File: src/rtl/lrp_pkg.sv
package lrp_pkg;

  // Field widths of the input and result words.
  localparam int REQ_W      = 2;
  localparam int AXIS_W     = 2;
  localparam int IDX_W      = 16;
  localparam int DIR_W      = 18;
  localparam int OFF_W      = 25;
  localparam int ENC_W      = 17;
  localparam int CHAN_W     = 6;
  localparam int RANGE_RAW_W = 32;
  localparam int RANGE_W    = 20;
  localparam int REFL_W     = 16;
  localparam int PT_W       = 26;
  localparam int COL_OUT_W  = 10;
  localparam int TICKS_W    = 16;

  // Fixed-point scaling of the direction times range product.
  localparam int FRAC_SHIFT = 12;

  // Number of beam channels that have table rows.
  localparam int CHANNELS   = 64;

  // Configuration port.
  localparam int CFG_IDX_W  = 2;
  localparam int CFG_DATA_W = 20;
  localparam logic [CFG_IDX_W-1:0] CFG_TICKS = 2'd0;
  localparam logic [CFG_IDX_W-1:0] CFG_RMIN  = 2'd1;
  localparam logic [CFG_IDX_W-1:0] CFG_RMAX  = 2'd2;

  localparam logic [TICKS_W-1:0] TICKS_RESET     = 16'd88;
  localparam logic [RANGE_W-1:0] RANGE_MIN_RESET = '0;
  localparam logic [RANGE_W-1:0] RANGE_MAX_RESET = '1;

  // Request codes.
  localparam logic [REQ_W-1:0] REQ_LOAD = 2'd0;
  localparam logic [REQ_W-1:0] REQ_USED = 2'd1;
  localparam logic [REQ_W-1:0] REQ_MEAS = 2'd2;

  // Axis codes.
  localparam int N_AXES = 3;
  localparam logic [AXIS_W-1:0] AXIS_X = 2'd0;
  localparam logic [AXIS_W-1:0] AXIS_Y = 2'd1;
  localparam logic [AXIS_W-1:0] AXIS_Z = 2'd2;
  localparam logic [AXIS_W-1:0] AXIS_CODES [N_AXES] = '{AXIS_X, AXIS_Y, AXIS_Z};

  // One accepted input word.
  typedef struct packed {
    logic [REQ_W-1:0]          req;
    logic [AXIS_W-1:0]         axis;
    logic [IDX_W-1:0]          tidx;
    logic signed [DIR_W-1:0]   dir;
    logic signed [OFF_W-1:0]   off;
    logic                      flag;
    logic [ENC_W-1:0]          enc;
    logic [CHAN_W-1:0]         chan;
    logic [RANGE_W-1:0]        range;
    logic [REFL_W-1:0]         refl;
  } item_t;

  // One stage of the column divider.
  typedef struct packed {
    logic               vld;
    item_t              item;
    logic [TICKS_W-1:0] rem;
    logic [ENC_W-1:0]   quo;
  } div_stage_t;

  // A point request after the table lookup.
  typedef struct packed {
    logic                    vld;
    logic [RANGE_W-1:0]      range;
    logic [CHAN_W-1:0]       chan;
    logic [COL_OUT_W-1:0]    col;
    logic [REFL_W-1:0]       refl;
    logic signed [DIR_W-1:0] dir_x;
    logic signed [DIR_W-1:0] dir_y;
    logic signed [DIR_W-1:0] dir_z;
    logic signed [OFF_W-1:0] off_x;
    logic signed [OFF_W-1:0] off_y;
    logic signed [OFF_W-1:0] off_z;
  } pt_req_t;

endpackage

File: src/rtl/lrp_div.sv
module lrp_div import lrp_pkg::*; (
  input  logic               clk,
  input  logic               rst_n,
  input  logic               adv,
  input  logic [TICKS_W-1:0] ticks,
  input  logic               in_vld,
  input  item_t              in_item,
  output div_stage_t         out_stg
);

  // Restoring division, a few quotient bits per stage.
  localparam int STEP  = 3;
  localparam int N_STG = (ENC_W + STEP - 1) / STEP;

  div_stage_t stg_r   [N_STG];
  div_stage_t stg_nxt [N_STG];

  for (genvar s = 0; s < N_STG; s++) begin : g_stg
    div_stage_t prev;
    div_stage_t nxt;

    if (s == 0) begin : g_first
      assign prev = '{vld: in_vld, item: in_item, rem: '0, quo: '0};
    end else begin : g_next
      assign prev = stg_r[s-1];
    end

    // Shift in one dividend bit per step and subtract the divisor when it fits.
    always_comb begin
      logic [TICKS_W:0] trial;
      nxt   = prev;
      trial = '0;
      for (int j = 0; j < STEP; j++) begin
        if (s * STEP + j < ENC_W) begin
          trial = {nxt.rem, nxt.item.enc[ENC_W-1-(s*STEP+j)]};
          if (trial >= {1'b0, ticks}) begin
            trial = trial - {1'b0, ticks};
            nxt.quo[ENC_W-1-(s*STEP+j)] = 1'b1;
          end
          nxt.rem = trial[TICKS_W-1:0];
        end
      end
    end

    assign stg_nxt[s] = nxt;
  end

  // Stage registers; only the valid bits are reset.
  always_ff @(posedge clk) begin
    if (!rst_n) begin
      for (int k = 0; k < N_STG; k++) begin
        stg_r[k].vld <= 1'b0;
      end
    end else if (adv) begin
      for (int k = 0; k < N_STG; k++) begin
        stg_r[k] <= stg_nxt[k];
      end
    end
  end

  assign out_stg = stg_r[N_STG-1];

endmodule

File: config.mk
export PLATFORM = sky130hd
export DESIGN_NAME = lrp_div
export DESIGN_NICKNAME = d
export VERILOG_FILES = /design/src/rtl/lrp_pkg.sv /design/src/rtl/lrp_div.sv
export SDC_FILE = /design/constraint.sdc
export NUM_CORES = 1
export LEC_CHECK = 0
export BUFFER_PORTS_ARGS = -buffer_cell sky130_fd_sc_hd__buf_2
export CAP_MARGIN = 15
export CORE_ASPECT_RATIO = 0.7
export CORE_MARGIN = 1.5
export CORE_UTILIZATION = 53
export CTS_CLUSTER_DIAMETER = 30
export CTS_CLUSTER_SIZE = 16
export DETAILED_ROUTE_END_ITERATION = 16
export PLACE_DENSITY = 0.71
export SYNTH_ARGS = -nofsm -noshare
export SYNTH_HDL_FRONTEND = slang
export SYNTH_SLANG_ARGS = --single-unit
File: constraint.sdc
create_clock -name clk -period 28.4 [get_ports clk]
set_input_delay 2.84 -clock clk [delete_from_list [all_inputs] [get_ports clk]]
set_output_delay 2.84 -clock clk [all_outputs]
set_load 0.05 [all_outputs]
# After elaboration in Yosys (flattened, before gate mapping)
# Memories as Yosys holds them, arrays and structs flattened.
# Index checks and enable logic that the tools add are counted.
[classes] bitwise=6 add_sub_neg=17 n_mux=44 order_cmp=17
[op_table] op="17-bit by 16-bit >= comparator with 1-bit output" n=16
[op_table] op="16-bit two-way mux" n=17
[op_table] op="16-bit subtractor" n=16
[op_table] op="1-bit two-way mux" n=27
[op_table] op="1-bit by 16-bit >= comparator with 1-bit output" n=1
[op_table] op="1-bit by 16-bit subtractor with 16-bit output" n=1
[op_table] op="1-bit bitwise OR" n=6
[totals] ff_bits=0 memories=1 in_bits=143 ram_bits=942
[memory_table] name="stg_r" words=6 word_bits=157 rd=6 rd_clocked_by_memory_dff=0 wr=6 line_no="lrp_div.sv:15" rtl="div_stage_t stg_r [N_STG];"

# Longest topological paths before layout
# An unclocked memory read counts as a cell.
[depth] depth_word=7 depth_mapped=39 ltp_nobuf=36

# Worst setup path after synthesis
# No wires, ideal clock.
[synth_path] path_kind="input port to flip-flop" startpoint="input adv" endpoint="memory stg_r[0][100] (netlist name) (enable)" path_stages=2 n_path_buf=1 arrival_ps=23279 setup_ps=1380 slack_ps=3742 path_cell_list="clkbuf_1 -> and2_1"
[synth_rtl] item="start, declared" line_no="lrp_div.sv:4" rtl="input logic adv,"
[synth_rtl] item="end, declared" line_no="lrp_div.sv:15"

==> results.sh <==
export IMPL_slew_headroom=0.269
export IMPL_critPathLaunchType="input port"
export IMPL_period_share=0.416
export IMPL_port_buffers=299
export IMPL_post_place_ws_ns=16.02
export IMPL_avgViaCountPerCell=5.67
export IMPL_vias=25400
export IMPL_drc_errors=0
export IMPL_cts_resized=0
export IMPL_maxCapViolations=0
export IMPL_io_pins=300
export IMPL_cp_data_arrival_time_ns=12.25
export IMPL_cts_buffer_depth=3
export IMPL_grt_ovfl_total=0
export IMPL_nFillCells=5603
export IMPL_numCtsBuffers=116
export IMPL_slowest_delay_ns=0.70
export IMPL_fp_row_count=85
export IMPL_antenna_found_initial=1
export IMPL_tightestPinTransition_ns=1.07
export IMPL_gp_congestion=0.880
export IMPL_cts_htree_levels=3
export IMPL_drt_iter0_markers=1971
export IMPL_synth_area_top_cells="edfxtp_1 (64%), ha_1 (7.7%), xnor2_1 (2.7%)"
export IMPL_seq_area_frac_synth=0.646
export IMPL_crit_fanout=17
export IMPL_die_h_um=238
export IMPL_root_buffer="clkbuf_16"
export IMPL_dieWidth_um=339
export IMPL_synthesis_area_um2=41800
export IMPL_outcome="finished, final reports clean"
export IMPL_wl_per_cell_um=20.2
export IMPL_area_delta_synth_final_pct=16.3
export IMPL_grt_max_degree=194
export IMPL_timing_final_ws_setup_ns=16.59
export IMPL_rsz0062_at_grt="no"
export IMPL_worstSkewPairLatency_ns=0.70
export IMPL_syn_num_nets=3325
export IMPL_finalSetupViolations=0
export IMPL_dr_pass1_iters=5
export IMPL_layout_commonest_cell="edfxtp_1"
export IMPL_ys_warn_count=0
export IMPL_cp_required_ns=28.84
export IMPL_final_setup_skew_ns=0.0692
export IMPL_synth_area_per_cell_um2=14.4
export IMPL_diodes=0
export IMPL_routed_wl_um=90500
export IMPL_hold_class="reg -> reg"
export IMPL_grt_pass1_wl_um=140000
export IMPL_final_max_slew_viol_count=0
export IMPL_cts_tree="built"
export IMPL_max_freq_ghz=0.0847
export IMPL_final_antenna_net_count=0
export IMPL_post_cts_buffers=0
export IMPL_largest_registers="stg_r (902)"
export IMPL_drive_above_1_share=0.203
export IMPL_ys_ff_latch=902
export IMPL_clkSinkCount=902
export IMPL_end_kind="flip-flop"
export IMPL_synth_edf_count=897
export IMPL_crit_type="in -> reg"
export IMPL_initial_core_util=0.539
export IMPL_ys_flop_type="edfxtp_1"
export IMPL_post_synth_top_area_cell="edfxtp_1"
export IMPL_synth_cells=2908
export IMPL_dieArea_um2=80600
export IMPL_place_hpwl_um=63100
export IMPL_regMostFlops="stg_r"
export IMPL_hold_viol=0
export IMPL_largest_reg_flops=902
export IMPL_grt_usage=0.223
export IMPL_final_setup_tns_ns=0
export IMPL_nets=3741
export IMPL_final_cell_mix="edfxtp_1 (897), buf_2 (299), ha_1 (258)"
export IMPL_clkTransAtPathRegs_ns=0.05
export IMPL_cts_hold_buf=0
export IMPL_cp_slowest_cell="o21ai_0"
export IMPL_async_flop_share=0
export IMPL_synth_top_area_share=0.644
export IMPL_period_minus_slack_ns=11.81
export IMPL_grt_pass1_vias=24900
export IMPL_coreArea_um2=77500
export IMPL_synth_cell_type_count=95
-- logic make-up after synthesis --
family,share of synthesized area
DFF,0.646
AOI/OAI and AO/OA,0.104
and+or+nand+nor,0.0684
adders and majority gates,0.0848
xor gates and xnor gates,0.0396
buffers and inverters,0.0171
muxes,0.0397
-- per-stage QoR --
stage	utilization	instance area, µm²	cells	hold slack (ns)
2_1_floorplan	-	41800	2908	0.400
3_3_place_gp	0.577	44700	4250	0.400
3_5_place_dp	0.577	44700	4250	0.405
4_1_cts	0.628	48700	4471	0.368
5_1_grt	0.628	48700	4471	0.372
6_report	0.628	48700	4471	0.369
-- synthesized netlist by cell type (6+ instances only) --
| cell type | instances |
|---|---|
| mux2_4 | 7 |
| o21ai_1 | 12 |
| o221ai_1 | 13 |
| a21boi_0 | 14 |
| xnor2_1 | 130 |
| or3_1 | 12 |
| ha_1 | 258 |
| a21o_1 | 90 |
| nand3_1 | 39 |
| and2_1 | 16 |
| nor2b_1 | 44 |
| or2_2 | 9 |
| buf_6 | 6 |
| and3_1 | 12 |
| nor4_1 | 19 |
| nand2_1 | 149 |
| nor2_1 | 113 |
| o21bai_1 | 24 |
| inv_1 | 133 |
| a211o_1 | 9 |
| mux2_1 | 20 |
| a211oi_1 | 13 |
| o31ai_1 | 12 |
| o41ai_1 | 10 |
| o31a_1 | 6 |
| a31o_2 | 10 |
| nor3_1 | 52 |
| nand4_1 | 42 |
| o21a_1 | 36 |
| edfxtp_1 | 897 |
| fa_1 | 16 |
| mux2i_1 | 35 |
| o211ai_1 | 12 |
| o21ai_0 | 131 |
| a21oi_1 | 177 |
| a41oi_1 | 8 |
| nand2b_1 | 31 |
| xor2_1 | 59 |
| mux2_2 | 87 |
| clkbuf_1 | 25 |
| a31oi_1 | 10 |
-- metal layers --
| metal | global-route usage | part of all wire | up-vias |
|---|---|---|---|
| met4 | 0.0800 | 0.031 | 0 |
| met2 | 0.342 | 0.45 | 839 |
| met1 | 0.321 | 0.45 | 12200 |
| li1 | - | - | 12100 |
| met3 | 0.0413 | 0.069 | 201 |
| met5 | 0 | 0 | - |
-- critical path, delay by kind of cell --
family / cells / cell delay (ns)
AOI/OAI and AO/OA: 19 / 5.40
and+or+nand+nor: 7 / 1.58
adders and majority gates: 3 / 0.95
buffers and inverters: 7 / 1.45
-- cell type report --
type                            instances  area, µm²  area share
Tap cell                             1044       1310      0.0268
Multi-Input combinational cell       1831      14100       0.289
Sequential cell                       902      27000       0.556
Inverter                              137        517      0.0106
Timing Repair Buffer                  336       1790      0.0367
Clock inverter                         96        978      0.0201
Clock buffer                          125       2960      0.0608
-- final timing paths --
kind                 from            to  depth (start not counted)  slack, ns
max reg2reg  stg_r[0][17]  stg_r[1][31]                         34      18.88
min          stg_r[3][87]  stg_r[4][87]                          0       0.37
max              ticks[1]  stg_r[1][31]                         36      16.59
min reg2reg  stg_r[3][87]  stg_r[4][87]                          0       0.37
Power is left out: the tool's default activity adds up to more than one toggle a clock period on the data nets, which glitch-free logic cannot reach.
