File: src/rtl/lrp_pkg.sv
package lrp_pkg;

  // Field widths of the input and result words.
  localparam int REQ_W      = 2;
  localparam int AXIS_W     = 2;
  localparam int IDX_W      = 16;
  localparam int DIR_W      = 18;
  localparam int OFF_W      = 25;
  localparam int ENC_W      = 17;
  localparam int CHAN_W     = 6;
  localparam int RANGE_RAW_W = 32;
  localparam int RANGE_W    = 20;
  localparam int REFL_W     = 16;
  localparam int PT_W       = 26;
  localparam int COL_OUT_W  = 10;
  localparam int TICKS_W    = 16;

  // Fixed-point scaling of the direction times range product.
  localparam int FRAC_SHIFT = 12;

  // Number of beam channels that have table rows.
  localparam int CHANNELS   = 64;

  // Configuration port.
  localparam int CFG_IDX_W  = 2;
  localparam int CFG_DATA_W = 20;
  localparam logic [CFG_IDX_W-1:0] CFG_TICKS = 2'd0;
  localparam logic [CFG_IDX_W-1:0] CFG_RMIN  = 2'd1;
  localparam logic [CFG_IDX_W-1:0] CFG_RMAX  = 2'd2;

  localparam logic [TICKS_W-1:0] TICKS_RESET     = 16'd88;
  localparam logic [RANGE_W-1:0] RANGE_MIN_RESET = '0;
  localparam logic [RANGE_W-1:0] RANGE_MAX_RESET = '1;

  // Request codes.
  localparam logic [REQ_W-1:0] REQ_LOAD = 2'd0;
  localparam logic [REQ_W-1:0] REQ_USED = 2'd1;
  localparam logic [REQ_W-1:0] REQ_MEAS = 2'd2;

  // Axis codes.
  localparam int N_AXES = 3;
  localparam logic [AXIS_W-1:0] AXIS_X = 2'd0;
  localparam logic [AXIS_W-1:0] AXIS_Y = 2'd1;
  localparam logic [AXIS_W-1:0] AXIS_Z = 2'd2;
  localparam logic [AXIS_W-1:0] AXIS_CODES [N_AXES] = '{AXIS_X, AXIS_Y, AXIS_Z};

  // One accepted input word.
  typedef struct packed {
    logic [REQ_W-1:0]          req;
    logic [AXIS_W-1:0]         axis;
    logic [IDX_W-1:0]          tidx;
    logic signed [DIR_W-1:0]   dir;
    logic signed [OFF_W-1:0]   off;
    logic                      flag;
    logic [ENC_W-1:0]          enc;
    logic [CHAN_W-1:0]         chan;
    logic [RANGE_W-1:0]        range;
    logic [REFL_W-1:0]         refl;
  } item_t;

  // One stage of the column divider.
  typedef struct packed {
    logic               vld;
    item_t              item;
    logic [TICKS_W-1:0] rem;
    logic [ENC_W-1:0]   quo;
  } div_stage_t;

  // A point request after the table lookup.
  typedef struct packed {
    logic                    vld;
    logic [RANGE_W-1:0]      range;
    logic [CHAN_W-1:0]       chan;
    logic [COL_OUT_W-1:0]    col;
    logic [REFL_W-1:0]       refl;
    logic signed [DIR_W-1:0] dir_x;
    logic signed [DIR_W-1:0] dir_y;
    logic signed [DIR_W-1:0] dir_z;
    logic signed [OFF_W-1:0] off_x;
    logic signed [OFF_W-1:0] off_y;
    logic signed [OFF_W-1:0] off_z;
  } pt_req_t;

endpackage

File: src/rtl/lrp_coord.sv
module lrp_coord import lrp_pkg::*; (
  input  logic                    clk,
  input  logic                    adv,
  input  logic signed [DIR_W-1:0] dir,
  input  logic signed [OFF_W-1:0] off,
  input  logic [RANGE_W-1:0]      range,
  output logic signed [PT_W-1:0]  point
);

  localparam int PROD_W = DIR_W + RANGE_W + 1;
  localparam int SH_W   = PROD_W - FRAC_SHIFT;
  localparam int SUM_W  = SH_W + 1;
  localparam logic signed [SUM_W-1:0] SUM_MAX = SUM_W'(2 ** (PT_W - 1) - 1);
  localparam logic signed [SUM_W-1:0] SUM_MIN = SUM_W'(-(2 ** (PT_W - 1)));

  logic signed [PROD_W-1:0] prod_r;
  logic signed [OFF_W-1:0]  off_r;
  logic signed [SUM_W-1:0]  sum;
  logic signed [PT_W-1:0]   point_nxt;
  logic signed [PT_W-1:0]   point_r;

  // Floor shift of the product, offset add and saturation.
  always_comb begin
    sum = SUM_W'($signed(prod_r[PROD_W-1:FRAC_SHIFT])) + SUM_W'(off_r);
    if (sum > SUM_MAX) begin
      point_nxt = SUM_MAX[PT_W-1:0];
    end else if (sum < SUM_MIN) begin
      point_nxt = SUM_MIN[PT_W-1:0];
    end else begin
      point_nxt = sum[PT_W-1:0];
    end
  end

  // Product stage, then output stage.
  always_ff @(posedge clk) begin
    if (adv) begin
      prod_r  <= PROD_W'(dir) * PROD_W'($signed({1'b0, range}));
      off_r   <= off;
      point_r <= point_nxt;
    end
  end

  assign point = point_r;

endmodule

File: config.mk
export PLATFORM = sky130hd
export DESIGN_NAME = lrp_coord
export DESIGN_NICKNAME = d
export VERILOG_FILES = /design/src/rtl/lrp_pkg.sv /design/src/rtl/lrp_coord.sv
export SDC_FILE = /design/constraint.sdc
export NUM_CORES = 1
export LEC_CHECK = 0
export BUFFER_PORTS_ARGS = -buffer_cell sky130_fd_sc_hd__buf_2
export CORE_MARGIN = 2
export CORE_UTILIZATION = 50
export CTS_CLUSTER_SIZE = 8
export DETAILED_ROUTE_END_ITERATION = 10
export PLACE_DENSITY_LB_ADDON = 0.3
export SYNTH_ARGS = -nofsm -noshare
export SYNTH_HDL_FRONTEND = slang
export SYNTH_SLANG_ARGS = --single-unit
File: constraint.sdc
create_clock -name clk -period 10.3 [get_ports clk]
set_clock_uncertainty 0.15 [all_clocks]
set_input_delay 1.545 -clock clk [delete_from_list [all_inputs] [get_ports clk]]
set_output_delay 1.545 -clock clk [all_outputs]
set_load 0.005 [all_outputs]
=== Yosys cells after proc, flatten, opt, wreduce, memory -nomap -nowiden ===
Cells that the tools add are included.

* Register bits after elaboration: 90
* Input port bits: 65
* Output and inout port bits: 26

* Add/subtract/negate cells: 1
* Multiply operators: 1
* $lt $le $gt $ge: 2
* Mux-type cells: 1

{| class="wikitable"
|+ Operators by type and width
! operator !! count
|-
| $mul 18x21->39 || 1
|-
| $add 27x25->28 || 1
|-
| $gt 28x26->1 const B || 1
|-
| $lt 28x26->1 const B || 1
|-
| $mux 26 || 1
|}

=== Longest topological paths before layout ===
* Word-level depth: 3
* Mapped depth: 23

=== Worst setup path after synthesis ===
Ideal clock, no wire load.

* Kind: in2reg
* From: input dir[0]
* To: register prod_r[38] (data pin)
* Arrival: 7.116 ns
* Required time: 9.894 ns
* Path slack: 2.779 ns
* Cell stages on the path: 23
* Buffers on the path: 2
* Cells stage by stage: clkbuf_1 -> clkbuf_1 -> nand2_1 -> fa_1 -> inv_1 -> fa_1 -> fa_1 -> inv_1 -> fa_1 -> inv_1 -> fa_1 -> inv_1 -> fa_1 -> inv_1 -> ha_1 -> and3_1 -> a31oi_1 -> o211ai_1 -> nand4b_1 -> o211ai_1 -> nor4bb_1 -> nor2_1 -> o211a_1

* Word-level cells in the longest chain between the ends: 1

{| class="wikitable"
|+ Ends and longest elaborated chain
! element !! line !! source
|-
| start, declared || lrp_coord.sv:4 || <nowiki>input logic signed [DIR_W-1:0] dir,</nowiki>
|-
| $mul 18x21->39 || lrp_coord.sv:37 || <nowiki>prod_r <= PROD_W'(dir) * PROD_W'($signed({1'b0, range}));</nowiki>
|-
| end signal, assigned || lrp_coord.sv:37 ||
|-
| end, declared || lrp_coord.sv:16 || <nowiki>logic signed [PROD_W-1:0] prod_r;</nowiki>
|}

Every way passes these cells.
A chain may end at the register's enable or synchronous reset.

=== Worst setup path after layout ===
* From: input range[17]
* To: register prod_r[38] (data pin)

* Word-level cells in the longest chain between the ends: 1

{| class="wikitable"
|+ Ends and longest elaborated chain
! element !! line !! source
|-
| start, declared || lrp_coord.sv:6 || <nowiki>input logic [RANGE_W-1:0] range,</nowiki>
|-
| $mul 18x21->39 || lrp_coord.sv:37 ||
|}

Every way passes these cells.

==> results.json <==
{
  "status": "complete, but fails checks",
  "path_common_cell": "fa_1",
  "core_area_um2": 30700,
  "period_share": 0.724,
  "setup.worst_path.start_class": "primary input",
  "cts_setup_buffers": 0,
  "yosys_warnings": 0,
  "path_clk_slew_ns": 0.05,
  "drcViolationCount": 1,
  "track_usage": 0.222,
  "hold_viol_final": 0,
  "tns_ns": 0,
  "cts_made_buffers": 9,
  "synthToLayoutAreaGrowth_pct": 6.29,
  "die_w_um": 181,
  "antenna_found_initial": 0,
  "violations": "DRC",
  "cap_violations": 0,
  "critPathMaxFanout": 18,
  "hpwl_mm": 27.9,
  "io_pins": 91,
  "max-slew-margin-rel": 0.359,
  "hold_class": "reg2reg",
  "drtAntennaViolNets": 0,
  "drt-total-wl_mm": 34.9,
  "drive_above_1_share": 0.0687,
  "crit_type": "in2reg",
  "vias": 10989,
  "yosysTopAreaCell": "fa_1",
  "place.gp.congestion": 0.911,
  "path_cells": "buf_2 > nand2_1 > fa_1 > inv_1 > fa_1 > fa_1 > inv_1 > fa_1 > inv_1 > fa_1 > inv_1 > fa_1 > inv_1 > ha_1 > and3_1 > a31oi_1 > o211ai_1 > nand4b_1 > o211ai_1 > nor4bb_1 > nor2_1 > o211a_1",
  "cp_data_arrival_time_ns": 7.39,
  "endpoint_kind": "register",
  "cp_slowest_cell": "fa_1",
  "synth_edf_count": 78,
  "post-place-cells": 2070,
  "syn_inst": 1658,
  "fp.dieArea_um2": 32800,
  "wl_per_cell_um": 16.7,
  "path_buf_inv": 6,
  "max_stage_delay_ns": 0.55,
  "fin_nets": 2197,
  "clock_latency_ns": 0.34,
  "syn_nets": 2170,
  "die_h_um": 181,
  "drt_iter0_markers": 721,
  "cts_sinks": 78,
  "worstPathRequired_ns": 10.23,
  "ys_seq_area_frac": 0.150,
  "synth_most_common_cell": "inv_1",
  "avgSynthCellArea_um2": 9.45,
  "hold_buffers": 0,
  "maxSlewViolCount": 0,
  "grt_pass1_vias": 11538,
  "start_util": 0.509,
  "layout.cells.non_filler": 2085,
  "finalSetupViolCount": 0,
  "grt_max_degree": 79,
  "num_rows": 64,
  "ys_top_cells_by_area": "fa_1 (37%), edfxtp_1 (15%), ha_1 (13%)",
  "netlist_top_cells_count": "inv_1 (385), fa_1 (288), nand2_1 (225)",
  "async_flop_share": 0,
  "cts_root_buf": "clkbuf_16",
  "portBuffers": 90,
  "period_needed_ns": 7.46,
  "ys.flop_type": "edfxtp_1",
  "viasPerCell": 5.27,
  "cts_buffer_depth": 2,
  "first_pass_iters": 8,
  "synth-seq-cells": 78,
  "netlist_area_um2": 15700,
  "grt_remaining_overflow": 0,
  "yosysTopAreaCellShare": 0.368,
  "fmax_mhz": 134,
  "critPathTopFamily": "adder cells",
  "num_antenna_cells": 0,
  "post_cts_resized": 0,
  "tightest_slew_ns": 0.962,
  "h-tree-depth": 3,
  "yosysUniqueCellTypes": 55,
  "grt_pass1_wl_mm": 58.6,
  "rsz0062_at_grt": "false",
  "cts_tree": "yes"
}
[stage by stage]
step	cell area, µm²	hold WS, ns	setup WS, ns	util
3_5_place_dp	16300	0.559	2.55	0.531
3_3_place_gp	16300	0.558	2.63	0.531
6_report	16600	0.588	2.84	0.541
4_1_cts	16600	0.595	2.88	0.541
5_1_grt	16600	0.613	2.57	0.541
2_1_floorplan	15700	0.501	2.78	-
[cells in the final DEF (no fill, tap or decap), types with 7 or more instances in the layout]
| master | n |
|---|---|
| nand4_1 | 7 |
| edfxtp_1 | 78 |
| nand2_1 | 225 |
| a211oi_1 | 7 |
| xnor2_1 | 29 |
| nor2b_1 | 13 |
| a21oi_1 | 47 |
| clkbuf_16 | 9 |
| a21o_1 | 27 |
| inv_1 | 385 |
| fa_1 | 288 |
| o21ai_0 | 21 |
| xor2_1 | 24 |
| o21ai_1 | 22 |
| nor2_1 | 17 |
| nand2b_1 | 14 |
| nand3_1 | 9 |
| buf_2 | 89 |
| and2_1 | 127 |
| ha_1 | 159 |
| and3_1 | 9 |
| o21a_1 | 10 |
[sequential cells by signal, indices dropped and copies added, names as in the netlist]
name    count
prod_r     27
point      26
off_r      25
[worst reg2reg max path, stage by stage (launching register included)]
cell       delay [ns]
edfxtp_1         0.39
ha_1             0.26
fa_1             0.42
a21o_1           0.21
a2111oi_4        0.44
nor3_2           0.12
o31ai_2          0.44
o31ai_4          0.10
xnor2_2          0.17
a21oi_2          0.77
o21ai_0          0.24
[final timing paths]
check | to | start | slack (ns) | depth (start not counted)
worst max register to register | point[2] | prod_r[12] | 6.29 | 10
worst max-delay path | prod_r[38] | range[17] | 2.84 | 22
worst min-delay path | point[0] | off_r[0] | 0.59 | 3
worst min register to register | point[0] | off_r[0] | 0.59 | 3
[per-layer routing]
metal	share of wire	GRT usage	up-vias	wire, µm
li1	-	-	5118	-
met1	0.47	0.322	5476	16300
met2	0.46	0.367	354	16000
met3	0.061	0.0276	41	2120
met4	0.012	0.0358	0	421
met5	0	0	-	0
[kinds of logic (layout without fill, tap and decap cells)]
logic type,Yosys count,after routing,synth area share
buf+inv,459,490,0.111
fa+ha+maj,447,447,0.495
simple gates,440,440,0.138
compound gates,180,180,0.0763
flops,78,78,0.150
xor+xnor,54,54,0.0307
[final cells by class]
class	count	area, µm²
Clock buffer	10	229
Clock inverter	5	98.8
Fill cell	2825	14100
Inverter	385	1450
Multi-Input combinational cell	1121	11600
Sequential cell	78	2340
Tap cell	396	495
Timing Repair Buffer	90	453
Power is left out: the tool's default activity adds up to more than one toggle a clock period on the data nets, which glitch-free logic cannot reach.
